`src/rtl/assert_macros.svh`:
```
// ----------------------------------------------------------------------------
// Assertion macros
// Shared concurrent assertion forms used by the packer RTL.
// ----------------------------------------------------------------------------
`ifndef ASSERT_MACROS_SVH
`define ASSERT_MACROS_SVH

// The condition must never hold while out of reset.
`define ASSERT_NEVER(label, clk, rst_n, expr, msg) \
    label: assert property (@(posedge clk) disable iff (!rst_n) !(expr)) \
        else $error(msg);

// The antecedent implies the consequent in the same cycle.
`define ASSERT_IMPL(label, clk, rst_n, pre, post, msg) \
    label: assert property (@(posedge clk) disable iff (!rst_n) (pre) |-> (post)) \
        else $error(msg);

// The antecedent implies the consequent in the next cycle.
`define ASSERT_NEXT(label, clk, rst_n, pre, post, msg) \
    label: assert property (@(posedge clk) disable iff (!rst_n) (pre) |=> (post)) \
        else $error(msg);

`endif

```
`src/rtl/fwp_pkg.sv`:
```
// ----------------------------------------------------------------------------
// Five-bit word packer package
// Types, constants and the five-bit code shifter shared by the packer RTL.
// ----------------------------------------------------------------------------
package fwp_pkg;

    localparam int POS_BITS_DEF      = 32;
    localparam int ALPHABET_SIZE_DEF = 26;

    localparam logic [1:0] OP_LETTER     = 2'd0;
    localparam logic [1:0] OP_WORD_END   = 2'd1;
    localparam logic [1:0] OP_STREAM_END = 2'd2;

    localparam logic [4:0] CODE_WORD_END   = 5'd29;
    localparam logic [4:0] CODE_STREAM_END = 5'd30;
    localparam logic [2:0] BIT_INDEX_RESET = 3'd7;

    localparam logic KIND_BYTE  = 1'b0;
    localparam logic KIND_TABLE = 1'b1;

    typedef struct packed {
        logic [1:0] operation;
        logic [4:0] letter;
    } item_t;

    typedef struct packed {
        logic        out_kind;
        logic [7:0]  out_byte;
        logic [4:0]  table_letter;
        logic [31:0] table_position;
        logic        last;
    } result_t;

    typedef struct packed {
        logic [7:0] acc;
        logic [2:0] idx;
        logic       done;
        logic [7:0] full_byte;
    } push_t;

    // Shifts a code in MSB first; at most one byte completes per code.
    function automatic push_t push_code(logic [7:0] acc, logic [2:0] idx, logic [4:0] code);
        push_t r;
        logic [7:0] a;
        logic [2:0] i;
        logic       done;
        logic [7:0] full_byte;
        a         = acc;
        i         = idx;
        done      = 1'b0;
        full_byte = '0;
        for (int k = 0; k < 5; k++)
        begin
            a[i] = a[i] | code[4-k];
            if (i == 3'd0)
            begin
                done      = 1'b1;
                full_byte = a;
                a         = '0;
                i         = BIT_INDEX_RESET;
            end
            else
            begin
                i = i - 3'd1;
            end
        end
        r.acc       = a;
        r.idx       = i;
        r.done      = done;
        r.full_byte = full_byte;
        return r;
    endfunction

endpackage

```
`src/rtl/fwp_out_buf.sv`:
```
// ----------------------------------------------------------------------------
// Packer result buffer
// Output register with one skid entry, so results queue while the receiver stalls.
// ----------------------------------------------------------------------------
`include "assert_macros.svh"

module fwp_out_buf (
    input  logic             clk,
    input  logic             rst_n,
    input  logic             push,
    input  fwp_pkg::result_t push_data,
    output logic             full,
    output logic             valid,
    input  logic             stall,
    output fwp_pkg::result_t data
);
    import fwp_pkg::*;

    logic    out_valid_reg;
    logic    skid_valid_reg;
    result_t out_reg;
    result_t skid_reg;
    logic    pop;

    assign pop   = out_valid_reg && !stall;
    assign full  = skid_valid_reg;
    assign valid = out_valid_reg;
    assign data  = out_reg;

    always_ff @(posedge clk or negedge rst_n)
    begin
        if (!rst_n)
        begin
            out_valid_reg  <= 1'b0;
            skid_valid_reg <= 1'b0;
        end
        else
        begin
            if (pop)
            begin
                if (skid_valid_reg)
                begin
                    skid_valid_reg <= 1'b0;
                end
                else
                begin
                    out_valid_reg <= push;
                end
            end
            else if (push)
            begin
                if (out_valid_reg)
                begin
                    skid_valid_reg <= 1'b1;
                end
                else
                begin
                    out_valid_reg <= 1'b1;
                end
            end
        end
    end

    always_ff @(posedge clk)
    begin
        if (pop)
        begin
            if (skid_valid_reg)
            begin
                out_reg <= skid_reg;
            end
            else if (push)
            begin
                out_reg <= push_data;
            end
        end
        else if (push)
        begin
            if (out_valid_reg)
            begin
                skid_reg <= push_data;
            end
            else
            begin
                out_reg <= push_data;
            end
        end
    end

    `ASSERT_IMPL(a_skid_behind_out, clk, rst_n, skid_valid_reg, out_valid_reg, "skid entry without output entry")
    `ASSERT_NEVER(a_push_when_full, clk, rst_n, push && skid_valid_reg, "result pushed into a full buffer")
    `ASSERT_NEXT(a_drain_empties, clk, rst_n, pop && !skid_valid_reg && !push, !out_valid_reg, "output stays valid after last word taken")

endmodule

```
`src/rtl/five_bit_word_packer.sv`:
```
// ----------------------------------------------------------------------------
// Five-bit word packer
// Packs letter and word-end codes into bytes and reports first-letter positions.
// ----------------------------------------------------------------------------
// The item channel carries one symbol per word: a letter, an end of word or an
// end of stream. Each letter or end of word shifts a five-bit code into the
// byte accumulator, MSB first; a completed byte is pushed into the result
// buffer. Items are accepted back to back, one per cycle, while the two-entry
// result buffer has room.
// An end of stream adds its code, then sends one or two packed bytes and the
// first-letter table in letter order, one result per cycle while the buffer has
// room, with last set on the final table entry. The item channel stalls from that
// word until the last table entry has entered the result buffer.
// When the receiver stalls, results wait in the buffer and the item channel
// stalls once the buffer is full. Reset clears the accumulator, the symbol
// position and the table, and the block is ready in the first cycle after it.
// ----------------------------------------------------------------------------
`include "assert_macros.svh"

module five_bit_word_packer #(
    parameter int POS_BITS      = fwp_pkg::POS_BITS_DEF,
    parameter int ALPHABET_SIZE = fwp_pkg::ALPHABET_SIZE_DEF
) (
    input  logic             clk,
    input  logic             rst_n,
    input  logic             item_valid,
    output logic             item_stall,
    input  fwp_pkg::item_t   item,
    output logic             result_valid,
    input  logic             result_stall,
    output fwp_pkg::result_t result
);
    import fwp_pkg::*;

    localparam int IDX_W = (ALPHABET_SIZE > 1) ? $clog2(ALPHABET_SIZE) : 1;

    typedef enum logic [3:0] {
        ST_IDLE   = 4'b0001,
        ST_BYTE_A = 4'b0010,
        ST_BYTE_B = 4'b0100,
        ST_TABLE  = 4'b1000
    } drain_state_t;

    drain_state_t              state_reg;
    logic [7:0]                acc_reg;
    logic [2:0]                idx_reg;
    logic [POS_BITS-1:0]       pos_reg;
    logic                      at_start_reg;
    logic                      seen_reg;
    logic [4:0]                cur_reg;
    logic [ALPHABET_SIZE-1:0]  entry_valid_reg;
    logic [POS_BITS-1:0]       table_reg [ALPHABET_SIZE];
    logic [7:0]                byte_a_reg;
    logic [7:0]                flush_reg;
    logic                      flush_pending_reg;
    logic [IDX_W-1:0]          drain_idx_reg;

    logic                      in_acc;
    logic                      out_full;
    logic [4:0]                letter_c;
    logic [4:0]                code_sel;
    push_t                     pr;
    logic                      first_hit;
    logic                      table_last;
    logic [POS_BITS-1:0]       entry_value;
    logic [POS_BITS+31:0]      entry_ext;
    logic                      push;
    result_t                   push_data;

    assign item_stall = (state_reg != ST_IDLE) || out_full;
    assign in_acc     = item_valid && !item_stall;
    assign letter_c   = (item.letter >= 5'(ALPHABET_SIZE)) ? 5'(ALPHABET_SIZE - 1) : item.letter;
    assign first_hit  = at_start_reg && (!seen_reg || cur_reg != letter_c);
    assign table_last = drain_idx_reg == IDX_W'(ALPHABET_SIZE - 1);
    assign entry_value = entry_valid_reg[drain_idx_reg] ? table_reg[drain_idx_reg] : '0;
    assign entry_ext  = {32'd0, entry_value};

    always_comb
    begin
        case (item.operation)
            OP_LETTER:   code_sel = letter_c;
            OP_WORD_END: code_sel = CODE_WORD_END;
            default:     code_sel = CODE_STREAM_END;
        endcase
    end

    assign pr = push_code(acc_reg, idx_reg, code_sel);

    always_comb
    begin
        push      = 1'b0;
        push_data = '0;
        case (state_reg)
            ST_IDLE:
            begin
                push = in_acc && pr.done
                    && (item.operation == OP_LETTER || item.operation == OP_WORD_END);
                push_data.out_kind = KIND_BYTE;
                push_data.out_byte = pr.full_byte;
            end
            ST_BYTE_A:
            begin
                push = !out_full;
                push_data.out_kind = KIND_BYTE;
                push_data.out_byte = byte_a_reg;
            end
            ST_BYTE_B:
            begin
                push = !out_full;
                push_data.out_kind = KIND_BYTE;
                push_data.out_byte = flush_reg;
            end
            ST_TABLE:
            begin
                push = !out_full;
                push_data.out_kind       = KIND_TABLE;
                push_data.table_letter   = 5'(drain_idx_reg);
                push_data.table_position = entry_ext[31:0];
                push_data.last           = table_last;
            end
            default:
            begin
                push = 1'b0;
            end
        endcase
    end

    always_ff @(posedge clk or negedge rst_n)
    begin
        if (!rst_n)
        begin
            state_reg         <= ST_IDLE;
            acc_reg           <= '0;
            idx_reg           <= BIT_INDEX_RESET;
            pos_reg           <= '0;
            at_start_reg      <= 1'b1;
            seen_reg          <= 1'b0;
            cur_reg           <= '0;
            entry_valid_reg   <= '0;
            flush_pending_reg <= 1'b0;
            drain_idx_reg     <= '0;
        end
        else
        begin
            case (state_reg)
                ST_IDLE:
                begin
                    if (in_acc)
                    begin
                        case (item.operation)
                            OP_LETTER:
                            begin
                                if (first_hit)
                                begin
                                    cur_reg  <= letter_c;
                                    seen_reg <= 1'b1;
                                    entry_valid_reg[letter_c[IDX_W-1:0]] <= 1'b1;
                                end
                                at_start_reg <= 1'b0;
                                acc_reg      <= pr.acc;
                                idx_reg      <= pr.idx;
                                pos_reg      <= pos_reg + POS_BITS'(1);
                            end
                            OP_WORD_END:
                            begin
                                at_start_reg <= 1'b1;
                                acc_reg      <= pr.acc;
                                idx_reg      <= pr.idx;
                                pos_reg      <= pos_reg + POS_BITS'(1);
                            end
                            OP_STREAM_END:
                            begin
                                flush_pending_reg <= pr.idx != BIT_INDEX_RESET;
                                if (pr.done)
                                begin
                                    state_reg <= ST_BYTE_A;
                                end
                                else if (pr.idx != BIT_INDEX_RESET)
                                begin
                                    state_reg <= ST_BYTE_B;
                                end
                                else
                                begin
                                    state_reg <= ST_TABLE;
                                end
                                acc_reg      <= '0;
                                idx_reg      <= BIT_INDEX_RESET;
                                pos_reg      <= '0;
                                at_start_reg <= 1'b1;
                                seen_reg     <= 1'b0;
                                cur_reg      <= '0;
                            end
                            default:
                            begin
                                acc_reg <= acc_reg;
                            end
                        endcase
                    end
                end
                ST_BYTE_A:
                begin
                    if (!out_full)
                    begin
                        state_reg <= flush_pending_reg ? ST_BYTE_B : ST_TABLE;
                    end
                end
                ST_BYTE_B:
                begin
                    if (!out_full)
                    begin
                        state_reg <= ST_TABLE;
                    end
                end
                ST_TABLE:
                begin
                    if (!out_full)
                    begin
                        if (table_last)
                        begin
                            drain_idx_reg   <= '0;
                            entry_valid_reg <= '0;
                            state_reg       <= ST_IDLE;
                        end
                        else
                        begin
                            drain_idx_reg <= drain_idx_reg + IDX_W'(1);
                        end
                    end
                end
                default:
                begin
                    state_reg <= ST_IDLE;
                end
            endcase
        end
    end

    always_ff @(posedge clk)
    begin
        if (in_acc && item.operation == OP_LETTER && first_hit)
        begin
            table_reg[letter_c[IDX_W-1:0]] <= pos_reg;
        end
        if (in_acc && item.operation == OP_STREAM_END)
        begin
            byte_a_reg <= pr.full_byte;
            flush_reg  <= pr.acc;
        end
    end

    fwp_out_buf u_out_buf (
        .clk       (clk),
        .rst_n     (rst_n),
        .push      (push),
        .push_data (push_data),
        .full      (out_full),
        .valid     (result_valid),
        .stall     (result_stall),
        .data      (result)
    );

    `ASSERT_IMPL(a_empty_acc, clk, rst_n,
        idx_reg == BIT_INDEX_RESET, acc_reg == 8'd0,
        "accumulator holds bits at a byte boundary")
    `ASSERT_NEXT(a_stream_end_drains, clk, rst_n,
        in_acc && item.operation == OP_STREAM_END, state_reg != ST_IDLE,
        "stream end did not start the table drain")
    `ASSERT_IMPL(a_last_from_table, clk, rst_n,
        push && push_data.last, state_reg == ST_TABLE && table_last,
        "last flag outside the final table entry")

endmodule

```
`config.mk`:
```
export PLATFORM = sky130hd
export DESIGN_NAME = five_bit_word_packer
export DESIGN_NICKNAME = d
export VERILOG_FILES = /design/src/rtl/fwp_pkg.sv /design/src/rtl/fwp_out_buf.sv /design/src/rtl/five_bit_word_packer.sv
export VERILOG_INCLUDE_DIRS = /design/src /design/src/rtl
export SDC_FILE = /design/constraint.sdc
export NUM_CORES = 1
export LEC_CHECK = 0
export ABC_AREA = 1
export BUFFER_PORTS_ARGS = -buffer_cell sky130_fd_sc_hd__buf_4
export CAP_MARGIN = 30
export CORE_MARGIN = 2
export CORE_UTILIZATION = 48
export CTS_BUF_LIST = sky130_fd_sc_hd__clkbuf_8
export DETAILED_ROUTE_END_ITERATION = 10
export PLACE_DENSITY = 0.71
export SYNTH_ARGS = -nofsm -noshare
export SYNTH_HDL_FRONTEND = slang
export SYNTH_SLANG_ARGS = --single-unit
```
`constraint.sdc`:
```
create_clock -name clk -period 17 [get_ports clk]
set_clock_uncertainty 0.15 [all_clocks]
set_input_delay 0.85 -clock clk [delete_from_list [all_inputs] [get_ports clk]]
set_output_delay 0.85 -clock clk [all_outputs]
set_load 0.05 [all_outputs]
```
==> impl_table.tex, run 1 <==
\begin{tabular}{lr}
\hline
Metric & Value \\
\hline
\multicolumn{2}{l}{\textbf{Synth}} \\
\quad Area share of the largest cell type after synthesis & 65.8\% \\
\quad Number of synthesized register bits & slightly above 1k \\
\quad Warnings, synthesis & 0 \\
\quad Mean cell area of the mapped netlist & between 10 and 15 µm² \\
\quad Fraction of registers with async set/reset & 8.54\% \\
\quad Count leader, synth & sky130\_fd\_sc\_hd\_\_edfxtp\_1 \\
\quad Netlist area before placement & 43,000 µm² \\
\quad Top cells by count, synth & 942 x sky130\_fd\_sc\_hd\_\_edfxtp\_1, 604 x sky130\_fd\_sc\_hd\_\_nor2\_1, 506 x sky130\_fd\_sc\_hd\_\_o21ai\_0 \\
\quad Post-synthesis instance total & 3,608 \\
\quad EDFF count, synth & 942 \\
\quad Portion of the post-synthesis area used by sequential elements & between 70 and 80\% \\
\quad Dominant cells by area after synthesis & sky130\_fd\_sc\_hd\_\_edfxtp\_1 66\%, sky130\_fd\_sc\_hd\_\_o21ai\_0 5.9\%, sky130\_fd\_sc\_hd\_\_nor2\_1 5.3\% \\
\quad Post-synth cell types & between 50 and 60 \\
\quad Leading area contributor after synthesis & sky130\_fd\_sc\_hd\_\_edfxtp\_1 \\
\quad Primary FF master, synth & sky130\_fd\_sc\_hd\_\_edfxtp\_1 \\
\quad Net count after synthesis & approximately 3.6k \\
\multicolumn{2}{l}{\textbf{Worst setup path}} \\
\quad Kind of critical path & register to register \\
\quad Critical path data required time & around 17 ns \\
\quad Critical path's slowest cell & sky130\_fd\_sc\_hd\_\_dfstp\_2 \\
\quad Cell repeated most along the worst path & sky130\_fd\_sc\_hd\_\_inv\_2 \\
\quad Worst Setup Start Kind & register \\
\quad Number of buffer and inverter instances along the worst setup path & 7 \\
\quad Capturing element type of the critical path & register \\
\quad Cells along the critical path & inv\_2, ha\_1, nand2\_2, inv\_2, nor2\_8, inv\_2, ha\_1, nor2\_1, nand2\_1, o21ai\_0, buf\_4, inv\_1, nor2\_1, clkinv\_1, nand4\_1, nand3\_1, and2\_1, nor3\_2, buf\_4 \\
\quad Max incr delay on CP & 0.73 ns \\
\quad Cell type group with the largest total delay on the critical path & buffers and inverters \\
\quad Arrival time at the worst endpoint & 6.63 ns \\
\quad Critical-path maximum fanout & 43 \\
\multicolumn{2}{l}{\textbf{Global route}} \\
\quad GR Util All Layers & 24.1\% \\
\quad Most heavily used metal layer in global routing & met2 \\
\quad Total congestion overflow & 0 \\
\quad Largest net degree at the start of global routing & 199 \\
\quad Wire length of the first global-routing pass & 167 mm \\
\quad Met1 track utilization from global routing & between 30\% and 40\% \\
\quad Met3 track demand over resource in global routing & 4.38\% \\
\quad Initial antenna violation count & 1 \\
\quad Vias in the first global route & 28.3k \\
\quad Met2 usage & 38.1\% \\
\multicolumn{2}{l}{\textbf{STA}} \\
\quad Number of setup violations in the final report & 0 \\
\quad Max-slew violations & 0 \\
\quad Final critical-path setup slack & 10.65 ns \\
\quad RSZ-0062 raised after global routing & false \\
\quad Post-layout min period & 6.35 ns \\
\quad Maximum clock rate & 157 MHz \\
\quad Final-layout setup total negative slack & 0 ns \\
\quad Transition time of the tightest slew-check pin & around 1.1 ns \\
\quad Headroom to the max-slew limit & 29.2\% \\
\quad Final critical-path share of the clock period & 37.4\% \\
\quad Number of hold violations in the final report & 0 \\
\multicolumn{2}{l}{\textbf{Finish}} \\
\quad Filler cell count & approximately 7.3k \\
\quad Number of nets in the layout & 3,702 \\
\quad Footprint of the multi-input gates & between 10,000 and 15,000 µm² \\
\quad Flip-flop and latch area & 30,500 µm² \\
\quad Max FFs per register & 832 \\
\quad Area Overhead vs Synth & 11.0\% \\
\quad Share of cells above drive strength 1 & a little over a tenth \\
\multicolumn{2}{l}{\textbf{Power and ir drop}} \\
\quad Int Power & 4.61 mW \\
\quad Relative contribution of the clock network to total power & 25.9\% \\
\quad VDD IR-drop max & 0.122 mV \\
\quad Share of power burned in registers & 43.7\% \\
\quad Power density cells & between 150 and 200 nW/µm² \\
\quad Sw Share & about 38\% \\
\quad Combinational share of power & 30.5\% \\
\quad Total net switching power & 2.77 mW \\
\quad Total leakage power & roughly 16 nW \\
\multicolumn{2}{l}{\textbf{Floorplan}} \\
\quad Placeable core region & about 90,000 µm² \\
\quad Top-level I/O count & 60 \\
\quad FP Rows & 109 \\
\quad Die Height & 303 µm \\
\quad Full die area & 92,000 µm² \\
\quad Width of the die & 303 µm \\
\quad Initial core utilization & 48.6\% \\
\multicolumn{2}{l}{\textbf{Detailed routing}} \\
\quad Drt initial violations & 3,787 \\
\quad DRC violation count after routing & 0 \\
\quad Number of nets still failing antenna checks after routing & 0 \\
\quad Routed Wire Length & 112 mm \\
\quad Avg WL per Cell & approximately 22 µm \\
\quad Total vias in the final route & 29.4k \\
\quad Vias per cell & around 5.9 \\
\quad Number of iterations in the first detailed-routing pass & 6 \\
\multicolumn{2}{l}{\textbf{Place}} \\
\quad Global placer's final weighted congestion & 0.902 \\
\quad Placed wire-length estimate after detailed placement & $\sim$60 mm \\
\quad Worst Setup Slack post-DPL & approximately 11 ns \\
\quad Number of port buffers & just under 60 \\
\multicolumn{2}{l}{\textbf{Worst hold path}} \\
\quad Class of the tightest hold or removal check & input pin to register \\
\multicolumn{2}{l}{\textbf{Clock tree}} \\
\quad Maximum clock path buffer count & 3 \\
\quad Clock-pin slew on the worst setup and hold paths & roughly 0.060 ns \\
\quad Clk Tree Root Cell & sky130\_fd\_sc\_hd\_\_clkbuf\_8 \\
\quad CTS tree & yes \\
\quad Number of sinks driven by the clock tree & 1,030 \\
\quad Deepest level of the CTS H-tree & 4 \\
\quad Setup bufs post-CTS & 0 \\
\quad Clock latency on the worst-skew pair & slightly above 0.8 ns \\
\quad TritonCTS Buffers & roughly 160 \\
\multicolumn{2}{l}{\textbf{Run status}} \\
\quad Result of the run & finished, final reports clean \\
\multicolumn{2}{l}{\textbf{Run}} \\
\quad Max-Cap Viols & 0 \\
\hline
\end{tabular}
[per-stage QoR]
| stage | utilization [%] | hold WS, ns | instance area, µm² | power, mW | cells |
|---|---|---|---|---|---|
| global placement | 50.5 | 0.300 | 44700 | 5.45 | 4669 |
| detailed placement | 50.5 | 0.301 | 44700 | 5.48 | 4669 |
| floorplan | - | 0.291 | 43000 | 4.79 | 3608 |
| finish | 53.9 | 0.174 | 47700 | 7.38 | 4967 |
| global route | 53.9 | 0.193 | 47700 | 7.75 | 4965 |
| CTS | 53.9 | 0.135 | 47700 | 7.37 | 4962 |
[per-layer routing]
layer | share of wire, % | vias up
met3 | 8.8 | 240
li1 | - | 13300
met4 | 4.0 | 0
met1 | 40 | 14500
met5 | 0 | -
met2 | 47 | 1407
[placed cells by master, fill, tap and decap left out, drive strengths merged, types with 5 or more instances in the layout]
cell	n
nand4	22
clkinvlp	9
ha	21
edfxtp	942
clkbuf	169
dfrtp	83
and3	19
nand2	278
o211ai	73
a22o	9
or2	8
nor2	610
a21oi	122
o21ai	516
buf	117
o22ai	124
nor4	5
nor3	33
and2	9
o221ai	85
inv	290
a31oi	22
dfstp	5
nand3	156
clkinv	44
[final cells by class]
cell class	instances	area share, %
Multi-Input combinational cell	2136	23.1
Tap cell	1165	3.05
Antenna cell	3	0.0157
Inverter	223	1.78
Clock buffer	169	4.87
Timing Repair Buffer	118	1.98
Clock inverter	123	1.29
Sequential cell	1030	63.9
[worst reg2reg max path, stage by stage, from the launching register on]
cell	delay, ns
sky130_fd_sc_hd__dfstp_2	0.73
sky130_fd_sc_hd__inv_2	0.22
sky130_fd_sc_hd__ha_1	0.26
sky130_fd_sc_hd__nand2_2	0.22
sky130_fd_sc_hd__inv_2	0.23
sky130_fd_sc_hd__nor2_8	0.31
sky130_fd_sc_hd__inv_2	0.21
sky130_fd_sc_hd__ha_1	0.24
sky130_fd_sc_hd__nor2_1	0.10
sky130_fd_sc_hd__nand2_1	0.05
sky130_fd_sc_hd__o21ai_0	0.06
sky130_fd_sc_hd__buf_4	0.21
sky130_fd_sc_hd__inv_1	0.12
sky130_fd_sc_hd__nor2_1	0.45
sky130_fd_sc_hd__clkinv_1	0.74
sky130_fd_sc_hd__nand4_1	0.44
sky130_fd_sc_hd__nand3_1	0.10
sky130_fd_sc_hd__and2_1	0.18
sky130_fd_sc_hd__nor3_2	0.32
sky130_fd_sc_hd__buf_4	0.56
[final timing paths]
check                             start                      to  slack, ns  depth (start not counted)
max in group asynchronous         rst_n        drain_idx_reg[0]      15.09                          3
hold reg to reg            at_start_reg            at_start_reg       0.31                          2
hold / removal             result_stall         u_out_buf.valid       0.17                          3
min in group asynchronous         rst_n              acc_reg[0]       0.40                          2
setup reg to reg             idx_reg[0]  u_out_buf.skid_reg[13]      10.65                         19
setup / recovery             idx_reg[0]  u_out_buf.skid_reg[13]      10.65                         19
[cells by family after synthesis]
kind of cell | after synthesis | share of synthesized area [%]
adder cells (fa/ha/maj) | 21 | 0.611
flip-flops | 1030 | 71.0
buffers and inverters | 442 | 3.93
AO/OA/AOI/OAI | 969 | 13.2
XOR/XNOR | 2 | 0.0408
AND/OR/NAND/NOR | 1144 | 11.3
[power by group through the flow]
stage	clock, mW	sequential, mW	combinational (mW)
after floorplan	0	3.30	1.49
after global placement	0	3.26	2.19
after detailed placement	0	3.27	2.21
after CTS	1.93	3.22	2.22
after global routing	2.04	3.24	2.46
final	1.91	3.22	2.25
[timing repair]
item / CTS / global route
resized for setup: 0 / 0
hold buffers: 1 / 0
endpoints found under the hold margin: 30 / 0
(Power assumes the default switching activity.)
==> run 2, diff against run 1 <==
PLACE_DENSITY = 0.74   (was 0.71)
clock period = 5.7 ns   (was 17 ns; I/O delays follow)
==> run 2 against run 1 <==
Against the previous run:
- first-iteration DRC count decreased by 5.4%
- sequential power rose to 3.0 times the previous value
- utilization grew 0.59 points
- non-clock buffer count increased by 37
- worst hold slack got worse by 0.11 ns
- critical path depth increased by 10
- routed wire length rose by 2.0%
- cell count grew 0.83%
- sequential cell count did not move
- cell area rose by 1.1%
- critical path type unchanged
- largest cell class unchanged
==> impl_table.tex, run 2 (synthesis results as in run 1) <==
\begin{tabular}{lr}
\hline
Metric & Value \\
\hline
\multicolumn{2}{l}{\textbf{Clock tree}} \\
\quad Clk Tree Root Cell & sky130\_fd\_sc\_hd\_\_clkbuf\_8 \\
\quad TritonCTS Buffers & 159 (-1.2\%) \\
\quad Number of sinks driven by the clock tree & 1,030 (unchanged) \\
\quad CTS tree & yes \\
\quad Deepest level of the CTS H-tree & 4 (unchanged) \\
\quad Maximum clock path buffer count & 3 (unchanged) \\
\quad Post-CTS Hold Buffers & 12 (+11) \\
\quad Clock-pin slew on the worst setup and hold paths & 0.06 ns (about the same) \\
\quad Setup bufs post-CTS & 0 (unchanged) \\
\quad Clock latency on the worst-skew pair & 0.82 ns (about the same) \\
\quad Number of gates given a new drive strength after cts & 0 (unchanged) \\
\multicolumn{2}{l}{\textbf{Floorplan}} \\
\quad Full die area & 92,000 µm² (unchanged) \\
\quad Top-level I/O count & 60 (unchanged) \\
\quad Width of the die & 303 µm (unchanged) \\
\quad FP Rows & 109 (unchanged) \\
\quad Placeable core region & 88,500 µm² (unchanged) \\
\quad Die Height & 303 µm (unchanged) \\
\quad Initial core utilization & 48.6\% (unchanged) \\
\multicolumn{2}{l}{\textbf{Detailed routing}} \\
\quad Avg WL per Cell & 22.7 µm (+1.1\%) \\
\quad DRC violation count after routing & 0 (unchanged) \\
\quad Drt initial violations & 3,584 (-5.4\%) \\
\quad Total vias in the final route & 29.8k (+1.2\%) \\
\quad Number of iterations in the first detailed-routing pass & 5 (-1) \\
\quad Routed Wire Length & 114 mm (+2.0\%) \\
\quad Number of nets still failing antenna checks after routing & 0 (unchanged) \\
\quad Vias per cell & 5.94 (+0.33\%) \\
\multicolumn{2}{l}{\textbf{Power and ir drop}} \\
\quad VDD IR-drop max & 0.457 mV (+280\%) \\
\quad Sw Share & 37.3\% (-0.25 points) \\
\quad Share of power burned in registers & 42.7\% (-1.0 points) \\
\quad Total net switching power & 8.35 mW (+200\%) \\
\quad Combinational share of power & 31.1\% (+0.6 points) \\
\quad Power density cells & 464 nW/µm² (+200\%) \\
\quad Relative contribution of the clock network to total power & 26.2\% (+0.3 points) \\
\quad Total leakage power & 15.9 nW (+1.5\%) \\
\quad Int Power & 14.0 mW (+200\%) \\
\multicolumn{2}{l}{\textbf{STA}} \\
\quad Transition time of the tightest slew-check pin & 1.01 ns (-0.0465 ns) \\
\quad Number of hold violations in the final report & 0 (unchanged) \\
\quad Headroom to the max-slew limit & 32.5\% (+3.3 points) \\
\quad Post-layout min period & 4.94 ns (-1.41 ns) \\
\quad Hold slack final & 0.0623 ns (-0.111 ns) \\
\quad Final critical-path share of the clock period & 86.6\% (+49 points) \\
\quad Final-layout setup total negative slack & 0 ns (unchanged) \\
\quad RSZ-0062 raised after global routing & false \\
\quad Maximum clock rate & 203 MHz (+29\%) \\
\quad Max-slew violations & 0 (unchanged) \\
\quad Number of setup violations in the final report & 0 (unchanged) \\
\multicolumn{2}{l}{\textbf{Worst hold path}} \\
\quad Class of the tightest hold or removal check & input pin to register \\
\multicolumn{2}{l}{\textbf{Finish}} \\
\quad Final standard cell count with taps included and fillers excluded & 5,008 (+0.83\%) \\
\quad Number of nets in the layout & 3,737 (+0.95\%) \\
\quad Filler cell count & 7,180 (-1.8\%) \\
\quad Most common cell after layout, fill and taps aside & sky130\_fd\_sc\_hd\_\_edfxtp\_1 \\
\quad Share of cells above drive strength 1 & 11.6\% (+0.64 points) \\
\quad Utilization after layout & 54.5\% (+0.59 points) \\
\quad Max FFs per register & 832 (unchanged) \\
\quad Commonest cells after routing, fill and taps aside & 942 x sky130\_fd\_sc\_hd\_\_edfxtp\_1, 577 x sky130\_fd\_sc\_hd\_\_nor2\_1, 506 x sky130\_fd\_sc\_hd\_\_o21ai\_0 \\
\quad Final instance area & 48,200 µm² (+1.1\%) \\
\quad Area Overhead vs Synth & 12.2\% \\
\multicolumn{2}{l}{\textbf{Worst setup path}} \\
\quad Critical path's slowest cell & sky130\_fd\_sc\_hd\_\_dfstp\_2 \\
\quad Max incr delay on CP & 0.75 ns (+0.02 ns) \\
\quad Critical-path maximum fanout & 21 (-51\%) \\
\quad Capturing element type of the critical path & register \\
\quad Kind of critical path & register to register \\
\quad Worst Setup Start Kind & register \\
\quad Worst reg2reg setup slack & 0.76 ns (-9.89 ns) \\
\quad Critical path data required time & 6.11 ns (-11.16 ns) \\
\quad Arrival time at the worst endpoint & 5.35 ns (-1.28 ns) \\
\quad Cell repeated most along the worst path & sky130\_fd\_sc\_hd\_\_nand3\_1 \\
\multicolumn{2}{l}{\textbf{Global route}} \\
\quad Total congestion overflow & 0 (unchanged) \\
\quad Initial antenna violation count & 4 (+3) \\
\quad Largest net degree at the start of global routing & 167 (-16\%) \\
\quad Wire length of the first global-routing pass & 170 mm (+1.5\%) \\
\quad Vias in the first global route & 28.5k (+0.85\%) \\
\quad GR Util All Layers & 24.6\% (+0.50 points) \\
\multicolumn{2}{l}{\textbf{Place}} \\
\quad Inst Count DP & 4,694 (+0.54\%) \\
\quad Post-DP Area & 45,000 µm² (+0.66\%) \\
\quad Placed wire-length estimate after detailed placement & 61.5 mm (+2.3\%) \\
\quad Global placer's final weighted congestion & 0.906 (+0.48\%) \\
\quad Number of port buffers & 59 (unchanged) \\
\multicolumn{2}{l}{\textbf{Run}} \\
\quad Max-Cap Viols & 0 (unchanged) \\
\multicolumn{2}{l}{\textbf{Run status}} \\
\quad Result of the run & finished, final reports clean \\
\hline
\end{tabular}
-- run 2: worst max-delay path, delay by kind of cell, from the launching register on --
kind | cells | cell delay (ns)
and+or+nand+nor | 22 | 2.71
buffers and inverters | 4 | 0.34
AOI/OAI and AO/OA | 1 | 0.15
adders and majority gates | 2 | 0.58
DFF | 1 | 0.75
-- run 2: layout make-up --
type	instances	area [µm²]	area share [%]
flip-flops and latches	1030	30500	63.2
multi-input cells	2136	11000	22.8
clock buffers	172	2370	4.91
well taps	1165	1460	3.02
repair buffers	155	1360	2.81
inverters	223	851	1.76
clock inverters	124	678	1.41
diodes	3	7.51	0.0156
-- run 2: final timing paths --
kind                         startpoint                 end  depth (start not counted)
setup / recovery             idx_reg[0]  u_out_buf.data[40]                         29
hold / removal               item_valid          cur_reg[0]                          5
setup reg to reg             idx_reg[0]  u_out_buf.data[40]                         29
hold reg to reg            at_start_reg        at_start_reg                          2
max in group asynchronous         rst_n    drain_idx_reg[2]                          4
min in group asynchronous         rst_n          acc_reg[1]                          4
-- run 2: through the flow --
stage | setup WS, ns | total power, mW
3_5_place_dp | 0.830 | 16.6
3_3_place_gp | 0.864 | 16.5
2_1_floorplan | 0.598 | 14.3
5_1_grt | 0.302 | 23.4
6_report | 0.762 | 22.4
4_1_cts | 0.787 | 22.4
-- run 2: power by group through the flow --
stage          clock network (mW)  registers (mW)  logic (mW)
3_3_place_gp                    0            9.69        6.76
3_5_place_dp                    0            9.70        6.85
2_1_floorplan                   0            9.84        4.46
4_1_cts                      5.92            9.55        6.89
6_report                     5.86            9.56        6.96
5_1_grt                      6.23            9.62        7.59
-- run 2: per-layer routing --
| metal | vias up | global-route usage (%) | wire [µm] | share of wire, % |
|---|---|---|---|---|
| li1 | 13400 | - | - | - |
| met1 | 14500 | 33.0 | 44500 | 39 |
| met2 | 1582 | 39.0 | 53400 | 47 |
| met3 | 286 | 4.40 | 10800 | 9.5 |
| met4 | 2 | 11.9 | 5110 | 4.5 |
| met5 | - | 0 | 13 | 0.011 |
